[config.mk]
export PLATFORM = sky130hd
export DESIGN_NAME = bpb_score
export DESIGN_NICKNAME = d
export VERILOG_FILES = /design/src/rtl/core/bpb_pkg.sv /design/src/rtl/core/bpb_score.sv
export SDC_FILE = /design/constraint.sdc
export NUM_CORES = 1
export LEC_CHECK = 0
export BUFFER_PORTS_ARGS = -buffer_cell sky130_fd_sc_hd__buf_4
export CAP_MARGIN = 40
export CORE_MARGIN = 2
export CORE_UTILIZATION = 55
export CTS_CLUSTER_DIAMETER = 200
export DETAILED_ROUTE_END_ITERATION = 6
export HOLD_SLACK_MARGIN = 0.12
export PLACE_DENSITY = 0.8
export SLEW_MARGIN = 10
export SYNTH_ARGS = -nofsm -noshare
export SYNTH_HDL_FRONTEND = slang
export SYNTH_SLANG_ARGS = --single-unit
[constraint.sdc]
create_clock -name clk -period 2.45 [get_ports clk]
set_input_delay 0.1225 -clock clk [delete_from_list [all_inputs] [get_ports clk]]
set_output_delay 0.1225 -clock clk [all_outputs]
set_load 0.05 [all_outputs]
[src/rtl/core/bpb_pkg.sv]
// ----------------------------------------------------------------------------
// bpb_pkg
// Types, constants and a helper function shared by the branch predictor bank.
// ----------------------------------------------------------------------------
package bpb_pkg;

  localparam int INDEX_BITS_DEF   = 10;
  localparam int HISTORY_BITS_DEF = 10;
  localparam int COUNT_BITS_DEF   = 32;

  localparam int PC_W        = 32;
  localparam int OUT_COUNT_W = 32;
  localparam int NUM_PRED    = 5;

  // Slot of each predictor in the hit vector and in the count array.
  localparam int PRED_ALWAYS   = 0;
  localparam int PRED_BACKWARD = 1;
  localparam int PRED_ONEBIT   = 2;
  localparam int PRED_BIMODAL  = 3;
  localparam int PRED_GSHARE   = 4;

  // A local-table entry packs the 1-bit outcome above the 2-bit bimodal counter.
  localparam int LOCAL_W = 3;
  localparam logic [LOCAL_W-1:0] LOCAL_RESET   = 3'b110;
  localparam logic [1:0]         GSHARE_RESET  = 2'b10;
  localparam logic [1:0]         CTR_MAX       = 2'b11;
  localparam logic [1:0]         CTR_MIN       = 2'b00;

  typedef enum logic [1:0] {
    S_CLEAR,
    S_IDLE,
    S_LOOK
  } bpb_state_t;

  typedef struct packed {
    logic                commit;
    logic [NUM_PRED-1:0] hit;
  } bpb_hits_t;

  function automatic logic [1:0] sat2_update(input logic [1:0] ctr, input logic taken);
    logic [1:0] res;
    res = ctr;
    if (taken) begin
      if (ctr != CTR_MAX) res = ctr + 2'd1;
    end else begin
      if (ctr != CTR_MIN) res = ctr - 2'd1;
    end
    return res;
  endfunction

endpackage

[src/rtl/core/bpb_score.sv]
// ----------------------------------------------------------------------------
// bpb_score
// Five saturating counters of correct predictions, each bumped on a commit that its predictor got right.
// ----------------------------------------------------------------------------
module bpb_score #(
  parameter int COUNT_BITS = bpb_pkg::COUNT_BITS_DEF
) (
  input  logic                                          clk,
  input  logic                                          rst,
  input  bpb_pkg::bpb_hits_t                            hits,
  output logic [bpb_pkg::NUM_PRED-1:0][COUNT_BITS-1:0]  counts
);

  localparam logic [COUNT_BITS-1:0] COUNT_MAX = '1;

  always_ff @(posedge clk) begin
    if (rst) begin
      counts <= '0;
    end else if (hits.commit) begin
      for (int k = 0; k < bpb_pkg::NUM_PRED; k++) begin
        if (hits.hit[k] && counts[k] != COUNT_MAX) counts[k] <= counts[k] + 1'b1;
      end
    end
  end

  a_always_bump: assert property (@(posedge clk) disable iff (rst)
    hits.commit && hits.hit[bpb_pkg::PRED_ALWAYS] &&
    counts[bpb_pkg::PRED_ALWAYS] != COUNT_MAX
    |=> counts[bpb_pkg::PRED_ALWAYS] == $past(counts[bpb_pkg::PRED_ALWAYS]) + 1'b1)
    else $error("always-taken count did not advance on a hit");

  a_idle_hold: assert property (@(posedge clk) disable iff (rst)
    !hits.commit |=> $stable(counts))
    else $error("hit counts moved without a commit");

  a_saturate: assert property (@(posedge clk) disable iff (rst)
    counts[bpb_pkg::PRED_GSHARE] == COUNT_MAX |=> counts[bpb_pkg::PRED_GSHARE] == COUNT_MAX)
    else $error("gshare count wrapped past its maximum");

endmodule
==> impl_results.md <==
- Layout area overhead: 27.7%
- Comb power frac: 3.4%
- Synth Instances: 938
- Layout filler cell count: 1111
- Distinct cells, synth: 57
- Post-synth top cells: 166 x nor2_1, 160 x dfxtp_1, 78 x xnor2_1, 67 x nand2_1, 62 x nand3_1
- Grt ovf: 0
- Multi-input gate area: approximately 4500 sq um
- Detailed placement HPWL: around 14000 microns
- Worst Skew: a little under 0.007 ns
- Sw frac: 21.2%
- Max_slew headroom: 52.2%
- Fin crit share: 95.1%
- Antenna cells: 0
- EDFF count, synth: 0
- Maximum clock insertion buffer count: 2
- Post-synth top area share: 40.8%
- Power per Cell Area: 545 nW/um^2
- Fin crit period: 2.33 ns
- RR Endpoint: counts[95]
- Worst slew pin tran: 0.714 ns
- Max rail drop VDD: 0.428 mV
- Leading area contributor after synthesis: dfxtp_1
- Min-delay src: hits[0]
- Worst endpoint required time: 2.76 ns
- Fin. max-slew vios: 0
- Biggest register: counts
- Area contributors post-synth: dfxtp_1 41%, xnor2_1 8.7%, nor2_1 7.9%
- Crit Path Category: flip-flop to flip-flop
- Top-count cell post-synth: nor2_1
- Endpoint class of the critical path: flip-flop
- Cell internal pwr: approximately 0.0043 W
- DIE HEIGHT: 123 microns
- Wirelength per Cell: 15.0 microns
- ANT nets after route: 0
- Die W: 123 microns
- Clock Tree Root: clkbuf_16
- Max Cap Viol: 0
- Syn_area_per_cell: 8.37 sq um
- Critical R2R Launch: counts[67]
- Clk_lat worst skew: 0.43 ns
- Ys async rst share: 0%
- CP Max Fanout: 5
- Placer Congestion: 0.906
- Post-Syn Nets: between 900 and 1k
- DR vias/cell: around 5.7
- Share of power burned in registers: approximately half
- Netlist Area Pre-Place: between 7000 and 8000 sq um
- Status: completed
- Setup TNS: 0 ns
- Largest regs: counts: 160 flops
- DR pass1 iterations: 7
- Yosys Warn Count: 0
- Psw: 0.00116 W
- H-tree depth: 4
- Area taken by flip-flops and latches: ~3200 sq um
- Max Freq: 0.429 GHz
- Power consumption: 0.00546 W
- Die area: 15200 sq um
- CTS Buf Count: 17
- Critical path launch point type: flip-flop
- IO buf count: 167
- Hold Crit Depth: 5
- Worst path arrival time: 2.65 ns
- R2R cell count: 6
- Clock share of power: 48.5%
- DR iter-0 viols: 414
- Cell leakage power: 3.69 nW
- Core area: 13900 sq um
- Vias: 7422
- Worst-path clk slew: 0.06 ns
- WHS Endpoint: counts[14]
- Total Wirelength: 19500 microns
- Register-to-register setup slack: roughly 0.12 ns
- GRT Resource Usage Total: 25.4%
- Post-CTS Setup Repair Bufs: 0
- Vias in the first global route: roughly 6.5k
- Ratio of cells with drive above 1 in the final layout: 23.3%
- Initial Utilization: 56.3%
- Global-route wire length before repair: 30900 microns
- Synthesized flop and latch total: 160
- TritonCTS clock tree: built
- Post-route DRC: 0
- Largest net degree at the start of global routing: 73
- Clk sinks: 160
- Final hold violation count: 0
- # nets final: 1127
- Max reg flops: 160
- Row cnt: between 40 and 50
- # IOs: 168
- Setup violations, final: 0
- Unrepaired setup endpoints after global routing: false
- Sequential area share after synthesis: just over 40%
- Hold Path Class: input port to flip-flop
- Top FF cell, synth: dfxtp_1
- Initial antenna violation count: 0
[metrics by stage]
step,utilization [%],hold slack (ns),instance area [sq um],setup WS (ns),std cells
CTS,71.9,0.156,10000,0.00932,1306
detailed placement,67.6,0.459,9420,0.0439,1274
finish,71.9,0.155,10000,0.119,1306
global placement,67.4,0.470,9390,0.0816,1273
global route,71.9,0.208,10000,0.0106,1306
floorplan,-,0.294,7880,0.00155,938
[worst max-delay path, stage by stage (launching register included)]
cell     delay (ns)
dfxtp_2        0.38
nand3_1        0.13
or3_4          0.44
or3_1          0.48
nor4_4         0.31
and2b_1        0.16
mux2_1         0.30
[kinds of logic after synthesis]
kind of cell / share of synthesized area [%]
fa+ha+maj: 0.797
mux: 0.526
simple gates: 35.7
buf+inv: 2.69
compound gates: 5.53
flops: 40.8
xor+xnor: 13.9
[power groups by stage]
| stage | Combinational (W) | Clock [W] | Sequential (W) |
|---|---|---|---|
| final | 0.000187 | 0.00265 | 0.00263 |
| after floorplan | 0.0000830 | 0 | 0.00272 |
| after detailed placement | 0.000185 | 0 | 0.00268 |
| after global routing | 0.000202 | 0.00279 | 0.00263 |
| after global placement | 0.000179 | 0 | 0.00268 |
| after CTS | 0.000187 | 0.00269 | 0.00263 |
[cell usage in the layout (no fill, tap or decap), types with 5 or more instances in the layout]
cell type | Yosys | routed
nand4_1 | 49 | 49
or3_1 | 22 | 22
and4_1 | 21 | 21
nor3_2 | 5 | 5
or4_1 | 12 | 12
dfxtp_1 | 160 | 148
buf_4 | 0 | 189
o21ai_0 | 21 | 21
inv_1 | 16 | 16
xor2_1 | 47 | 47
ha_1 | 5 | 5
nand3_1 | 62 | 62
a21oi_1 | 23 | 23
dfxtp_2 | 0 | 11
nor3_1 | 30 | 30
a211oi_1 | 8 | 8
and3_1 | 19 | 19
and2_1 | 7 | 7
nor2_1 | 166 | 166
or2_2 | 6 | 6
nor2b_1 | 5 | 5
xnor2_1 | 78 | 78
clkbuf_1 | 29 | 5
clkbuf_16 | 0 | 18
nor4_2 | 5 | 5
nor4_1 | 24 | 23
nand2_1 | 67 | 67
[per-layer routing]
| layer | part of all wire, % | up-vias | wire [microns] | GRT usage (%) |
|---|---|---|---|---|
| li1 | - | 3661 | - | - |
| met1 | 44 | 3510 | 8670 | 32.4 |
| met2 | 47 | 223 | 9210 | 41.4 |
| met3 | 6.9 | 28 | 1350 | 6.92 |
| met4 | 1.6 | 0 | 303 | 8.52 |
| met5 | 0 | - | 0 | 0 |
[worst max path at each step]
stage	end	from	depth (start not counted)	slack (ns)
after floorplan	counts[92]	counts[65]	8	0.002
after global placement	counts[92]	counts[64]	7	0.08
after detailed placement	counts[92]	counts[64]	7	0.04
after CTS	counts[82]	counts[64]	7	0.009
after global routing	counts[95]	counts[66]	6	0.01
final	counts[95]	counts[67]	6	0.12
[layout make-up]
type                    count  share of cell area (%)
clock inverters             5                   0.749
multi-input cells         727                    44.4
flip-flops and latches    160                    32.1
clock buffers              26                    5.09
repair buffers            192                    14.7
inverters                  16                   0.599
well taps                 180                    2.25
[repair_timing]
action / in CTS / in global routing
resized for setup: 0 / 1
endpoints found under the hold margin: 14 / 0
hold buffers: 1 / 0
setup endpoints to repair: 0 / 6
Note: power is estimated with default switching activity, not from simulation.
